File: src/sv/assert_macros.svh
// assertion helpers for the top-level rtl file
`ifndef ASSERT_MACROS_SVH
`define ASSERT_MACROS_SVH

`ifndef SYNTHESIS

`define ASSERT_CLK(label, clk, rst_n, prop) \
    label: assert property (@(posedge clk) disable iff (!rst_n) prop) \
        else $error("%m: assertion failed");

`define ASSERT_NEVER(label, clk, rst_n, expr) \
    label: assert property (@(posedge clk) disable iff (!rst_n) !(expr)) \
        else $error("%m: forbidden condition seen");

`else

`define ASSERT_CLK(label, clk, rst_n, prop)

`define ASSERT_NEVER(label, clk, rst_n, expr)

`endif

`endif

File: src/sv/mmcs_pkg.sv
package mmcs_pkg;

    localparam int DATA_W = 16;
    localparam int PROD_W = 2 * DATA_W;
    localparam int CNT_W  = $clog2(DATA_W);
    localparam int IDX_W  = 1;

    localparam logic [IDX_W-1:0] REG_OUT_LOW  = 1'b0;
    localparam logic [IDX_W-1:0] REG_OUT_HIGH = 1'b1;

    localparam logic [DATA_W-1:0] OUT_LOW_RST  = DATA_W'(0);
    localparam logic [DATA_W-1:0] OUT_HIGH_RST = DATA_W'(255);

    localparam logic ACT_MEASURE = 1'b0;
    localparam logic ACT_MAP     = 1'b1;

    typedef struct packed {
        logic              action;
        logic [DATA_W-1:0] sample_value;
        logic              frame_start;
    } t_in_item;

    typedef struct packed {
        logic [DATA_W-1:0] mapped_value;
        logic              flat_range;
    } t_out_item;

    typedef struct packed {
        logic measure;
        logic load;
        logic mul;
        logic step;
        logic push;
    } t_dp_cmd;

    typedef struct packed {
        logic flat;
        logic out_free;
    } t_dp_stat;

endpackage

File: src/sv/mmcs_ctrl.sv
module mmcs_ctrl (
    input  logic                i_clk,
    input  logic                i_rst_n,
    input  logic                i_in_valid,
    input  logic                i_action,
    input  mmcs_pkg::t_dp_stat  i_stat,
    output logic                o_in_ready,
    output mmcs_pkg::t_dp_cmd   o_cmd
);

    typedef enum logic [3:0] {
        S_IDLE = 4'b0001,
        S_MUL  = 4'b0010,
        S_DIV  = 4'b0100,
        S_DONE = 4'b1000
    } t_state;

    t_state                       r_state, n_state;
    logic [mmcs_pkg::CNT_W-1:0]   r_cnt, n_cnt;
    logic                         w_accept;

    assign o_in_ready = (r_state == S_IDLE);
    assign w_accept   = i_in_valid && o_in_ready;

    always_comb begin
        n_state = r_state;
        n_cnt   = r_cnt;
        o_cmd   = '0;
        case (r_state)
            S_IDLE: begin
                if (w_accept) begin
                    if (i_action == mmcs_pkg::ACT_MEASURE) begin
                        o_cmd.measure = 1'b1;
                    end else begin
                        o_cmd.load = 1'b1;
                        n_state    = i_stat.flat ? S_DONE : S_MUL;
                    end
                end
            end
            S_MUL: begin
                o_cmd.mul = 1'b1;
                n_cnt     = '0;
                n_state   = S_DIV;
            end
            S_DIV: begin
                o_cmd.step = 1'b1;
                n_cnt      = r_cnt + 1'b1;
                if (r_cnt == {mmcs_pkg::CNT_W{1'b1}}) begin
                    n_state = S_DONE;
                end
            end
            S_DONE: begin
                if (i_stat.out_free) begin
                    o_cmd.push = 1'b1;
                    n_state    = S_IDLE;
                end
            end
            default: begin
                n_state = S_IDLE;
            end
        endcase
    end

    always_ff @(posedge i_clk) begin
        if (!i_rst_n) begin
            r_state <= S_IDLE;
            r_cnt   <= '0;
        end else begin
            r_state <= n_state;
            r_cnt   <= n_cnt;
        end
    end

endmodule

File: src/sv/mmcs_dp.sv
module mmcs_dp (
    input  logic                                i_clk,
    input  logic                                i_rst_n,
    input  logic                                i_cfg_wr_en,
    input  logic [mmcs_pkg::IDX_W-1:0]          i_cfg_idx,
    input  logic [mmcs_pkg::DATA_W-1:0]         i_cfg_wdata,
    input  mmcs_pkg::t_in_item                  i_in_item,
    input  mmcs_pkg::t_dp_cmd                   i_cmd,
    output mmcs_pkg::t_dp_stat                  o_stat,
    output logic                                o_out_valid,
    input  logic                                i_out_ready,
    output mmcs_pkg::t_out_item                 o_out_item
);

    localparam int DW = mmcs_pkg::DATA_W;

    logic [DW-1:0]   r_out_low, r_out_high;
    logic [DW-1:0]   r_seen_min, r_seen_max;
    logic            r_seen_any;
    logic [DW-1:0]   r_d, r_r, r_s;
    logic            r_inv, r_flat;
    logic [DW-1:0]   r_rem, r_quo;
    logic            r_out_valid;
    mmcs_pkg::t_out_item r_out;

    logic [DW-1:0]   w_v, w_vc;
    logic [mmcs_pkg::PROD_W-1:0] w_prod;
    logic [DW:0]     w_trial, w_diff;
    logic            w_ge;
    logic [DW-1:0]   w_result;

    assign w_v = i_in_item.sample_value;

    // clamp into the measured range
    always_comb begin
        if (w_v < r_seen_min) begin
            w_vc = r_seen_min;
        end else if (w_v > r_seen_max) begin
            w_vc = r_seen_max;
        end else begin
            w_vc = w_v;
        end
    end

    assign o_stat.flat     = !r_seen_any || (r_seen_max <= r_seen_min);
    assign o_stat.out_free = !r_out_valid || i_out_ready;

    assign w_prod  = mmcs_pkg::PROD_W'(r_d) * mmcs_pkg::PROD_W'(r_s);
    assign w_trial = {r_rem, r_quo[DW-1]};
    assign w_diff  = w_trial - {1'b0, r_r};
    assign w_ge    = (w_trial >= {1'b0, r_r});

    always_comb begin
        if (r_flat) begin
            w_result = r_seen_max;
        end else if (r_inv) begin
            w_result = r_out_low - r_quo - DW'(r_rem != '0);
        end else begin
            w_result = r_out_low + r_quo;
        end
    end

    // config registers and measured bounds
    always_ff @(posedge i_clk) begin
        if (!i_rst_n) begin
            r_out_low  <= mmcs_pkg::OUT_LOW_RST;
            r_out_high <= mmcs_pkg::OUT_HIGH_RST;
            r_seen_min <= '1;
            r_seen_max <= '0;
            r_seen_any <= 1'b0;
        end else begin
            if (i_cfg_wr_en) begin
                case (i_cfg_idx)
                    mmcs_pkg::REG_OUT_LOW:  r_out_low  <= i_cfg_wdata;
                    mmcs_pkg::REG_OUT_HIGH: r_out_high <= i_cfg_wdata;
                    default: ;
                endcase
            end
            if (i_cmd.measure) begin
                r_seen_any <= 1'b1;
                if (i_in_item.frame_start || !r_seen_any) begin
                    r_seen_min <= w_v;
                    r_seen_max <= w_v;
                end else begin
                    if (w_v < r_seen_min) r_seen_min <= w_v;
                    if (w_v > r_seen_max) r_seen_max <= w_v;
                end
            end
        end
    end

    // operand, multiply and restoring divide registers
    always_ff @(posedge i_clk) begin
        if (i_cmd.load) begin
            r_d    <= w_vc - r_seen_min;
            r_r    <= r_seen_max - r_seen_min;
            r_inv  <= (r_out_high < r_out_low);
            r_s    <= (r_out_high < r_out_low) ? (r_out_low - r_out_high)
                                               : (r_out_high - r_out_low);
            r_flat <= o_stat.flat;
        end
        if (i_cmd.mul) begin
            r_rem <= w_prod[mmcs_pkg::PROD_W-1:DW];
            r_quo <= w_prod[DW-1:0];
        end else if (i_cmd.step) begin
            r_rem <= w_ge ? w_diff[DW-1:0] : w_trial[DW-1:0];
            r_quo <= {r_quo[DW-2:0], w_ge};
        end
    end

    // output register
    always_ff @(posedge i_clk) begin
        if (!i_rst_n) begin
            r_out_valid <= 1'b0;
        end else if (i_cmd.push) begin
            r_out_valid <= 1'b1;
        end else if (i_out_ready) begin
            r_out_valid <= 1'b0;
        end
    end

    always_ff @(posedge i_clk) begin
        if (i_cmd.push) begin
            r_out.mapped_value <= w_result;
            r_out.flat_range   <= r_flat;
        end
    end

    assign o_out_valid = r_out_valid;
    assign o_out_item  = r_out;

endmodule

File: src/sv/min_max_contrast_stretch_unit.sv
// min/max contrast stretch over 16-bit unsigned samples
// input beats (valid/ready) carry action, sample_value and frame_start;
// measure beats fold the sample into the running min and max (frame_start
// restarts both), map beats rescale the clamped sample from [min, max] to
// [out_low, out_high], either direction, truncated
// output beats (valid/ready) carry mapped_value and flat_range, one per map
// beat; a flat or unmeasured range gives the measured max with flat_range set
// map beats reach the output register after a 16x16 multiply, 16 steps of
// the restoring divider (one quotient bit per cycle), then the result load;
// a flat map beat skips the multiply and the divider
// the block works on one beat at a time; input ready is low from a map
// accept until its result is loaded, so a new map beat waits for the last
// one's result, and measure beats (no output) run at one per cycle
// the output register holds a finished beat while the receiver stalls and
// new beats are accepted meanwhile; a later map result waits, with input
// ready low, until it drains
// config writes (out_low index 0, out_high index 1) are registered
// reset (synchronous, active low) clears min to all ones, max to zero,
// forgets any measurement, sets out_low 0 and out_high 255, empties output
`include "assert_macros.svh"

module min_max_contrast_stretch_unit (
    input  logic                          i_clk,
    input  logic                          i_rst_n,
    input  logic                          i_cfg_wr_en,
    input  logic [mmcs_pkg::IDX_W-1:0]    i_cfg_idx,
    input  logic [mmcs_pkg::DATA_W-1:0]   i_cfg_wdata,
    input  logic                          i_in_valid,
    output logic                          o_in_ready,
    input  mmcs_pkg::t_in_item            i_in_item,
    output logic                          o_out_valid,
    input  logic                          i_out_ready,
    output mmcs_pkg::t_out_item           o_out_item
);

    mmcs_pkg::t_dp_cmd  w_cmd;
    mmcs_pkg::t_dp_stat w_stat;

    mmcs_ctrl u_ctrl (
        .i_clk      (i_clk),
        .i_rst_n    (i_rst_n),
        .i_in_valid (i_in_valid),
        .i_action   (i_in_item.action),
        .i_stat     (w_stat),
        .o_in_ready (o_in_ready),
        .o_cmd      (w_cmd)
    );

    mmcs_dp u_dp (
        .i_clk       (i_clk),
        .i_rst_n     (i_rst_n),
        .i_cfg_wr_en (i_cfg_wr_en),
        .i_cfg_idx   (i_cfg_idx),
        .i_cfg_wdata (i_cfg_wdata),
        .i_in_item   (i_in_item),
        .i_cmd       (w_cmd),
        .o_stat      (w_stat),
        .o_out_valid (o_out_valid),
        .i_out_ready (i_out_ready),
        .o_out_item  (o_out_item)
    );

    // a map beat occupies the block
    `ASSERT_CLK(a_map_busy, i_clk, i_rst_n,
        (i_in_valid && o_in_ready && i_in_item.action == mmcs_pkg::ACT_MAP) |=> !o_in_ready)
    // a measure beat leaves the block ready
    `ASSERT_CLK(a_measure_ready, i_clk, i_rst_n,
        (i_in_valid && o_in_ready && i_in_item.action == mmcs_pkg::ACT_MEASURE) |=> o_in_ready)
    // a new output beat is loaded only from the finishing state
    `ASSERT_CLK(a_push_when_busy, i_clk, i_rst_n,
        $rose(o_out_valid) |-> $past(!o_in_ready))
    // no command pulse on an idle block without an input beat
    `ASSERT_NEVER(a_no_stray_load, i_clk, i_rst_n,
        (w_cmd.load || w_cmd.measure) && !(i_in_valid && o_in_ready))

endmodule
File: config.mk
export PLATFORM = sky130hd
export DESIGN_NAME = min_max_contrast_stretch_unit
export DESIGN_NICKNAME = d
export VERILOG_FILES = /design/src/sv/mmcs_pkg.sv /design/src/sv/mmcs_ctrl.sv /design/src/sv/mmcs_dp.sv /design/src/sv/min_max_contrast_stretch_unit.sv
export VERILOG_INCLUDE_DIRS = /design/src /design/src/sv
export SDC_FILE = /design/constraint.sdc
export NUM_CORES = 1
export LEC_CHECK = 0
export ABC_AREA = 1
export BUFFER_PORTS_ARGS = -buffer_cell sky130_fd_sc_hd__buf_2
export CORE_MARGIN = 8
export CORE_UTILIZATION = 45
export CTS_CLUSTER_SIZE = 14
export DETAILED_ROUTE_END_ITERATION = 8
export GPL_TIMING_DRIVEN = 0
export REMOVE_ABC_BUFFERS = 1
export SETUP_SLACK_MARGIN = 0.2
export SLEW_MARGIN = 20
export SYNTH_ARGS = -nofsm -noshare
export SYNTH_HDL_FRONTEND = slang
export SYNTH_SLANG_ARGS = --single-unit
File: constraint.sdc
create_clock -name i_clk -period 11.6 [get_ports i_clk]
set_input_delay 0 -clock i_clk [delete_from_list [all_inputs] [get_ports i_clk]]
set_output_delay 0 -clock i_clk [all_outputs]
set_load 0.03 [all_outputs]
==> results.ini, run 1 <==
[outcome]
status = completed

[critical_path]
rrSetupSlack_ps = 5060
r2r_start = u_dp.r_d[5]
path_delay_family = adder cells
crit_required_ps = 11800
criticalPathCategory = register to register
critical_path.slowest_cell = edfxtp_1
critPathBufInv = 4
worstPathArrival_ps = 6740
r2r_cells = 21
cp_slowest_stage_delay_ps = 1020
worstReg2RegEnd = u_dp.r_rem[10]
crit_path_end_kind = register
critical_path.max_fanout = 16
path_common_cell = fa_1
path_cells = nand2_1 > fa_1 > inv_1 > fa_1 > fa_1 > fa_1 > fa_1 > inv_1 > fa_1 > inv_1 > ha_1 > nand2_1 > nor2_1 > inv_1 > nor3_1 > nand2_1 > nand2_1 > a21boi_0 > or2_2 > nand3_1 > nand2_1
worstSetupStartpointType = register

[route]
first_iter_violations = 1185
vias_per_cell = 5.17
drt-pass1-iter-count = 5
antenna_left = 0
detail_route.drc_violations = 0
wl_per_cell_um = 16.7
wl_mm = 61.3
vias = 19000

[yosys]
synth_seq_cells = 173
synthMostInstantiatedCell = nand2_1
ys_seq_area_frac = 0.199
synth.top_cell.area_share = 0.181
synth_mux_area_frac = 0
synth_fa_ha_area_frac = 0.325
syn_area_per_cell_sq_um = 7.47
async_reset_ff_frac = 0
yosys_warnings = 0
synth_compound_area_frac = 0.108
ys.flop_type = edfxtp_1
postSynthCellCount = 2991
yosys.area_share.simple = 0.213
synth_xor_area_frac = 0.0353
synthTopCellsByArea = fa_1, ha_1, edfxtp_1
synth_common_cells = nand2_1, inv_1, ha_1
synth_top_area_cell = fa_1
synth_area_sq_um = 22300
synth_cell_types = 48
synth_edf_count = 99
synth_top_family_by_area = adder cells

[global_routing]
grt_pass1_vias = 19500
antenna_found_initial = 0
grtUsageTotal = 0.219
grt_start_max_net_pins = 69
grt_remaining_overflow = 0
grt_pass1_wl_mm = 101

[sta]
min_period_ps = 6540
clock_skew_ps = 10.7
worst_pin_slew_ps = 1070
setup_tns_ps = 0
min_period_over_period = 0.564
rsz0062_at_grt = false
whs_ps = 103
max_freq_mhz = 153
slew_headroom = 0.287
slew_violations = 0
setup_violations = 0
hold_viol = 0

[cells_and_area]
seq_area_sq_um = 4450
fill_cells = 4938
layout-drive-gt1-share = 0.0419
area.growth.synth_to_final_pct = 7.22
finalInstanceArea_sq_um = 24000
multiInputGateArea_sq_um = 15200
nets = 3492

[min_path]
worstHoldPathType = input pin to register
whs_path_depth = 2
whs_endpoint = u_dp.r_out_high[7]
hold_start = i_rst_n

[clocking]
path_clk_slew_ps = 70
post_cts_buffers = 0
h-tree-depth = 4
clk_latency_ps = 450
cts_buffer_depth = 2
clock-sinks = 173
root_buffer = clkbuf_16
cts_resized = 0
numCtsBuffers = 17
cts_tree = built
hold_buffers = 36

[placement]
gp_congestion = 0.920
dp_hpwl_mm = 50.0
io_buffer_count = 58
place_area_sq_um = 23000

[floorplan]
die_h_um = 239
fp.dieW_um = 239
core-area_sq_um = 49000
start_util = 0.456
io-pin-count = 59
die_area_sq_um = 57000
core.rowCount = 81

[flow_run]
cap_violations = 0

cell type report:
| class | count | area share |
|---|---|---|
| multi-input cells | 2129 | 0.637 |
| flip-flops and latches | 173 | 0.186 |
| inverters | 575 | 0.0903 |
| well taps | 664 | 0.0347 |
| repair buffers | 97 | 0.0292 |
| clock buffers | 17 | 0.0178 |
| clock inverters | 15 | 0.00554 |
| diodes | 1 | 0.000104 |
sequential cells by signal, indices dropped and copies added (netlist names):
name,flops
u_ctrl.r_cnt,4
u_dp.r_r,16
u_dp.r_out_low,16
u_dp.r_flat,1
u_dp.r_out_high,16
u_dp.r_seen_min,16
u_dp.r_seen_any,1
u_dp.r_s,16
u_dp.o_out_item,17
u_dp.o_out_valid,1
u_dp.r_quo,16
u_dp.r_rem,16
u_dp.r_inv,1
u_dp.r_d,16
u_dp.r_seen_max,16
u_ctrl.r_state,4
per-stage QoR:
step	instances	setup WS, ps	util
2_1_floorplan	2877	6080	-
3_3_place_gp	3599	5070	0.469
3_5_place_dp	3602	5040	0.471
4_1_cts	3670	5030	0.489
5_1_grt	3670	4690	0.489
6_report	3671	5060	0.489
cells in the final DEF (no fill, tap or decap), types with 4 or more instances in the layout:
cell type      count
nor2_1           172
nand2_1          730
buf_2             57
nand3_1          149
a21boi_0           5
edfxtp_1          99
dlygate4sd3_1     36
a21o_1            24
nand4_1           26
xnor2_1           31
xor2_1            59
inv_1            568
o21bai_1          14
nor3_4             4
nor4_1             9
nor3_1            17
dfxtp_1           74
a21oi_1          192
inv_8              4
ha_1             257
nand3b_1          16
nand2_2            6
o21ai_0          159
clkbuf_16         17
fa_1             202
o211ai_1          13
o21a_1             4
a31oi_1           13
routing by layer:
layer | vias up | GRT usage | share of wire
met2 | 410 | 0.372 | 0.47
li1 | 9432 | - | -
met5 | - | 0 | 0
met3 | 86 | 0.0229 | 0.039
met1 | 9054 | 0.295 | 0.47
met4 | 0 | 0.0612 | 0.021
kinds of logic (layout without fill, tap and decap cells):
logic type / after synthesis / count (layout)
compound gates: 438 / 438
simple gates: 1142 / 1142
flops: 173 / 173
fa+ha+maj: 459 / 459
buf+inv: 689 / 704
other cells: 0 / 1
xor+xnor: 90 / 90
how the worst max path moves through the flow:
stage / slack [ps] / to / from / cells past startpoint
floorplan: 6080 / u_dp.r_rem[10] / u_dp.r_d[11] / 23
global placement: 5070 / u_dp.r_rem[10] / u_dp.r_d[5] / 21
detailed placement: 5040 / u_dp.r_rem[10] / u_dp.r_d[5] / 21
CTS: 5030 / u_dp.r_rem[10] / u_dp.r_d[5] / 21
global route: 4690 / u_dp.r_rem[10] / u_dp.r_d[5] / 21
finish: 5060 / u_dp.r_rem[10] / u_dp.r_d[5] / 21
worst reg2reg max path, delay by kind of cell (launching register included):
| kind | cells | cell delay (ps) |
|---|---|---|
| AO/OA/AOI/OAI | 1 | 150 |
| adder cells (fa/ha/maj) | 7 | 3570 |
| buffers and inverters | 4 | 250 |
| flip-flops | 1 | 1020 |
| AND/OR/NAND/NOR | 9 | 1300 |
Power of run 1 is not shown: default switching activity piles up to over one toggle a cycle in this logic, so the estimate is an artifact.
==> run 2, diff against run 1 <==
clock period = 5.4 ns   (was 11.6 ns; I/O delays follow)
==> run 2 against run 1 <==
Compared with the run above:
- the flow now finishes with violations (setup timing)
- final area is 10% higher
- maximum frequency up 17%
- wire length grew 10%
- via count increased by 5.3%
- flip-flop and latch count is the same
- non-clock buffer count increased by 147
- first-iteration DRC count up 16%
- clock skew about the same
- worst setup slack lost 5300 ps
- global-route usage rose by 1.7 points
- count of clock-buffer cells in the layout unchanged
- core utilization up 5.0 points
- critical path type unchanged
==> results.ini, run 2 (synthesis results as in run 1) <==
[critical_path]
critical_path.slowest_cell = fa_1  ; was edfxtp_1
critical_path.max_fanout = 6  ; was 16
crit_required_ps = 5610  ; was 11800 ps
path_cells = buf_6 > buf_8 > nand2_4 > inv_2 > fa_1 > inv_1 > fa_2 > inv_2 > fa_1 > fa_1 > fa_1 > inv_2 > fa_1 > inv_2 > ha_4 > a21o_4 > a21boi_4 > nand2_4 > nand2_1 > nand2_1 > xor2_1 > nand2_1 > nand2_1  ; was nand2_1 > fa_1 > inv_1 > fa_1 > fa_1 > fa_1 > fa_1 > inv_1 > fa_1 > inv_1 > ha_1 > nand2_1 > nor2_1 > inv_1 > nor3_1 > nand2_1 > nand2_1 > a21boi_0 > or2_2 > nand3_1 > nand2_1
criticalPathCategory = register to register  ; unchanged
path_common_cell = fa_1  ; unchanged
crit_path_end_kind = register  ; unchanged
cp_slowest_stage_delay_ps = 550  ; was 1020 ps
worstSetupStartpointType = register  ; unchanged
worstPathArrival_ps = 5800  ; was 6740 ps

[route]
detail_route.drc_violations = 0  ; unchanged
vias_per_cell = 5.24  ; was 5.17
wl_per_cell_um = 17.7  ; was 16.7 um
antenna_left = 0  ; unchanged
drt-pass1-iter-count = 5  ; unchanged
vias = 20000  ; was 19.0k
wl_mm = 67.6  ; was 61.3 mm
first_iter_violations = 1373  ; was 1185

[floorplan]
die_h_um = 239  ; unchanged
core.rowCount = 81  ; unchanged
core-area_sq_um = 49000  ; unchanged
die_area_sq_um = 57000  ; unchanged
start_util = 0.456  ; unchanged
io-pin-count = 59  ; unchanged
fp.dieW_um = 239  ; unchanged

[cells_and_area]
multiInputGateArea_sq_um = 16200  ; was 15200 sq um
seq_area_sq_um = 4450  ; unchanged
fill_cells = 4639  ; was 4938
mostFrequentLayoutCells = nand2_1, inv_1, ha_1  ; unchanged
nets = 3639  ; was 3492
largest_register_ffs = 17  ; unchanged
utilization = 0.539  ; was 0.489
final_common_cell = nand2_1  ; unchanged
area.growth.synth_to_final_pct = 18.1  ; was 7.22%
finalInstanceArea_sq_um = 26400  ; was 24000 sq um
layout-drive-gt1-share = 0.145  ; was 0.0419

[sta]
setup_tns_ps = -1780  ; was 0 ps
min_period_over_period = 1.04  ; was 0.564
setup_violations = 17  ; was 0
max_freq_mhz = 179  ; was 153 MHz
fin_ws_ps = -191  ; was 5060 ps
slew_violations = 0  ; unchanged
hold_viol = 0  ; unchanged
slew_headroom = 0.276  ; was 0.287
rsz0062_at_grt = true  ; was false
clock_skew_ps = 10.9  ; was 10.7 ps
min_period_ps = 5590  ; was 6540 ps
worst_pin_slew_ps = 1080  ; was 1070 ps

[outcome]
failed_checks = setup timing
status = finished with violations  ; was completed

[placement]
place_area_sq_um = 23000  ; unchanged
pre_cts_slack_ps = -1160  ; was 5040 ps
gp_congestion = 0.920  ; unchanged
dp_hpwl_mm = 50.0  ; unchanged
io_buffer_count = 58  ; unchanged

[global_routing]
grt_pass1_wl_mm = 107  ; was 101 mm
grtUsageMet2 = 0.396  ; was 0.372
antenna_found_initial = 0  ; unchanged
grt_start_max_net_pins = 69  ; unchanged
use_met1 = 0.316  ; was 0.295
grt_pass1_vias = 20300  ; was 19.5k
grtUsageTotal = 0.237  ; was 0.219
gr-max-usage-layer = met2  ; unchanged
grt_remaining_overflow = 0  ; unchanged
grt_util_met3 = 0.0288  ; was 0.0229

[min_path]
worstHoldPathType = input pin to register  ; unchanged

[flow_run]
cap_violations = 0  ; unchanged

[clocking]
root_buffer = clkbuf_16  ; unchanged
numCtsBuffers = 17  ; unchanged
clk_latency_ps = 450  ; about the same
clock-sinks = 173  ; unchanged
cts_tree = built  ; unchanged
h-tree-depth = 4  ; unchanged
path_clk_slew_ps = 80  ; was 70 ps
cts_buffer_depth = 2  ; unchanged

[run 2: changes by cell type in the layout (fill, tap and decap cells not counted), sizes merged]
cell | before | now
buf | 61 | 208
[run 2: final timing paths]
check	start	endpoint	slack (ps)	cells past startpoint
max	u_dp.r_d[6]	u_dp.r_rem[3]	-190	23
max reg2reg	u_dp.r_d[6]	u_dp.r_rem[3]	-190	23
min reg2reg	u_ctrl.r_cnt[3]	u_ctrl.r_cnt[3]	470	2
min	i_rst_n	u_dp.r_out_high[7]	110	2
[run 2: metal layers]
metal | wire length [um] | vias up | share of wire
li1 | - | 9731 | -
met1 | 31000 | 9627 | 0.46
met2 | 31400 | 532 | 0.47
met3 | 3190 | 102 | 0.047
met4 | 1960 | 0 | 0.029
met5 | 0 | - | 0
[run 2: final cells by class]
type,count,area share
sequential,173,0.169
multi-input combinational,2129,0.615
clock buffer,17,0.0161
tap,664,0.0315
antenna,1,0.0000948
clock inverter,15,0.00503
timing repair buffer,244,0.0814
inverter,575,0.0820
[run 2: timing repair]
item                       CTS  global route
resized for setup          161           134
hold endpoints to repair    68             0
setup buffers              127            20
hold buffers                36             0
setup endpoints to repair   23            23
pin swaps                   88            99
[run 2: critical path: cells and delay by family, from the launching register on]
| kind | cells | cell delay, ps |
|---|---|---|
| flip-flops | 1 | 390 |
| adder cells (fa/ha/maj) | 7 | 3340 |
| XOR/XNOR | 1 | 160 |
| buffers and inverters | 7 | 520 |
| AO/OA/AOI/OAI | 2 | 460 |
| AND/OR/NAND/NOR | 6 | 450 |
[run 2: metrics by stage]
stage / hold WS [ps] / cells
2_1_floorplan: 84.1 / 2877
3_3_place_gp: 251 / 3599
3_5_place_dp: 255 / 3602
4_1_cts: 82.0 / 3797
5_1_grt: 119 / 3817
6_report: 106 / 3818
Power of run 2 is left out for the same reason.
==> run 3, diff against run 2 <==
CTS_BUF_LIST = sky130_fd_sc_hd__clkbuf_4   (was not set)
MAX_ROUTING_LAYER = met4   (was not set)
==> run 3 against run 2 <==
Compared with the run above:
- the flow still finishes with violations (setup timing)
- clock skew grew 30 ps
- critical path type unchanged
- highest routed layer unchanged
- flip-flop and latch count is the same
- final area shrank 0.40%
- global-route usage grew 0.81 points
==> results.ini, run 3 (synthesis results as in run 1) <==
[placement]
gp_congestion = 0.928  ; was 0.920
dp_hpwl_mm = 50.7  ; was 50.0 mm
io_buffer_count = 58  ; unchanged
dp_cells = 3602  ; unchanged

[critical_path]
crit_end = u_dp.r_rem[13]  ; was u_dp.r_rem[3]
rrSetupSlack_ps = -170  ; was -190 ps
r2r_cells = 25  ; was 23
crit_path_end_kind = register  ; unchanged
critical_path.max_fanout = 6  ; unchanged
worstPathArrival_ps = 6000  ; was 5800 ps
criticalPathCategory = register to register  ; unchanged
crit_required_ps = 5830  ; was 5610 ps
worstSetupStartpointType = register  ; unchanged
r2r_start = u_dp.r_s[6]  ; was u_dp.r_d[6]
startpoint = u_dp.r_s[6]  ; was u_dp.r_d[6]
worstReg2RegEnd = u_dp.r_rem[13]  ; was u_dp.r_rem[3]

[route]
wl_mm = 67.9  ; was 67.6 mm
antenna_left = 0  ; unchanged
detail_route.drc_violations = 0  ; unchanged
vias_per_cell = 5.26  ; was 5.24
drt-pass1-iter-count = 6  ; was 5
wl_per_cell_um = 17.7  ; about the same
first_iter_violations = 1342  ; was 1373
vias = 20200  ; was 20.0k

[min_path]
worstHoldPathType = input pin to register  ; unchanged
whs_path_depth = 5  ; was 2

[floorplan]
die_h_um = 239  ; unchanged
fp.dieW_um = 239  ; unchanged
die_area_sq_um = 57000  ; unchanged
core-area_sq_um = 49000  ; unchanged
core.rowCount = 81  ; unchanged
io-pin-count = 59  ; unchanged
start_util = 0.456  ; unchanged

[sta]
slew_violations = 0  ; unchanged
hold_viol = 0  ; unchanged
fin_ws_ps = -169  ; was -191 ps
setup_tns_ps = -1610  ; was -1780 ps
worst_pin_slew_ps = 1030  ; was 1080 ps
rsz0062_at_grt = true  ; unchanged
max_freq_mhz = 180  ; was 179 MHz
slew_headroom = 0.313  ; was 0.276
clock_skew_ps = 41.2  ; was 10.9 ps
setup_violations = 17  ; unchanged
min_period_ps = 5570  ; was 5590 ps
min_period_over_period = 1.03  ; was 1.04

[cells_and_area]
final_common_cell = nand2_1  ; unchanged
finalNonFillerCells = 3840  ; was 3818
nets = 3659  ; was 3639
fill_cells = 4680  ; was 4639
utilization = 0.537  ; was 0.539
layout-drive-gt1-share = 0.140  ; was 0.145
area.growth.synth_to_final_pct = 17.7  ; was 18.1%
largest_register_ffs = 17  ; unchanged
mostFrequentLayoutCells = nand2_1, inv_1, ha_1  ; unchanged

[clocking]
clk_latency_ps = 650  ; was 450 ps
path_clk_slew_ps = 190  ; was 80 ps
clock-sinks = 173  ; unchanged
cts_buffer_depth = 2  ; unchanged
cts_tree = built  ; unchanged
numCtsBuffers = 17  ; unchanged
h-tree-depth = 4  ; unchanged
root_buffer = clkbuf_4  ; was clkbuf_16

[global_routing]
antenna_found_initial = 1  ; was 0
grt_pass1_vias = 20300  ; about the same
grtUsageTotal = 0.245  ; was 0.237
grt_start_max_net_pins = 69  ; unchanged
grt_pass1_wl_mm = 108  ; was 107 mm
grt_remaining_overflow = 0  ; unchanged

[outcome]
status = finished with violations  ; unchanged
failed_checks = setup timing  ; unchanged

[flow_run]
cap_violations = 0  ; unchanged

-- run 3: worst min-delay path by stage --
stage / startpoint / to / slack [ps]
final: i_out_ready / u_dp.o_out_valid / 160
after CTS: i_out_ready / u_dp.o_out_valid / 110
after detailed placement: i_cfg_wdata[7] / u_dp.r_out_high[7] / 260
after global routing: i_out_ready / u_dp.o_out_valid / 130
after global placement: i_cfg_wdata[7] / u_dp.r_out_high[7] / 260
after floorplan: i_rst_n / u_ctrl.r_state[0] / 80
-- run 3: routing by layer --
layer  GRT usage  vias up  share of wire
li1            -     9769              -
met1       0.325     9795           0.46
met2       0.398      517           0.47
met3      0.0216      119          0.045
met4      0.0698        0          0.026
met5           -        -              0
-- run 3: area by class of cell --
| class | instances | area, sq um | area share |
|---|---|---|---|
| Antenna cell | 3 | 7.51 | 0.000286 |
| Clock buffer | 17 | 128 | 0.00486 |
| Clock inverter | 15 | 169 | 0.00643 |
| Inverter | 575 | 2160 | 0.0823 |
| Multi-Input combinational cell | 2129 | 16200 | 0.617 |
| Sequential cell | 173 | 4450 | 0.169 |
| Tap cell | 664 | 831 | 0.0316 |
| Timing Repair Buffer | 264 | 2330 | 0.0885 |
-- run 3: through the flow --
step	cell area, sq um	hold slack, ps	worst slack [ps]
after floorplan	21800	84.1	-123
after global placement	23000	255	-1040
after detailed placement	23000	261	-1130
after CTS	25600	110	-165
after global routing	26300	135	-385
final	26300	161	-169
-- run 3: critical path, stage by stage, from the launching register on --
cell	delay, ps
edfxtp_1	410
buf_6	160
buf_6	130
buf_6	120
nand2_4	50
inv_2	30
fa_1	490
inv_1	50
fa_1	450
fa_1	530
inv_2	40
fa_2	480
fa_1	540
inv_2	40
fa_1	500
inv_2	50
ha_4	350
nand2_4	100
nor2_4	100
inv_2	80
nor3_4	220
nand4_1	170
nand2_1	90
nand2_1	60
nand3_2	80
nand2_1	60
-- run 3: timing repair --
| item | CTS | global route |
|---|---|---|
| resized for setup | 162 | 137 |
| endpoints found under the setup margin | 23 | 23 |
| hold endpoints to repair | 98 | 0 |
| setup buffers | 126 | 16 |
| hold buffers | 61 | 0 |
| pin swaps | 82 | 69 |
Power of run 3 is left out for the same reason.
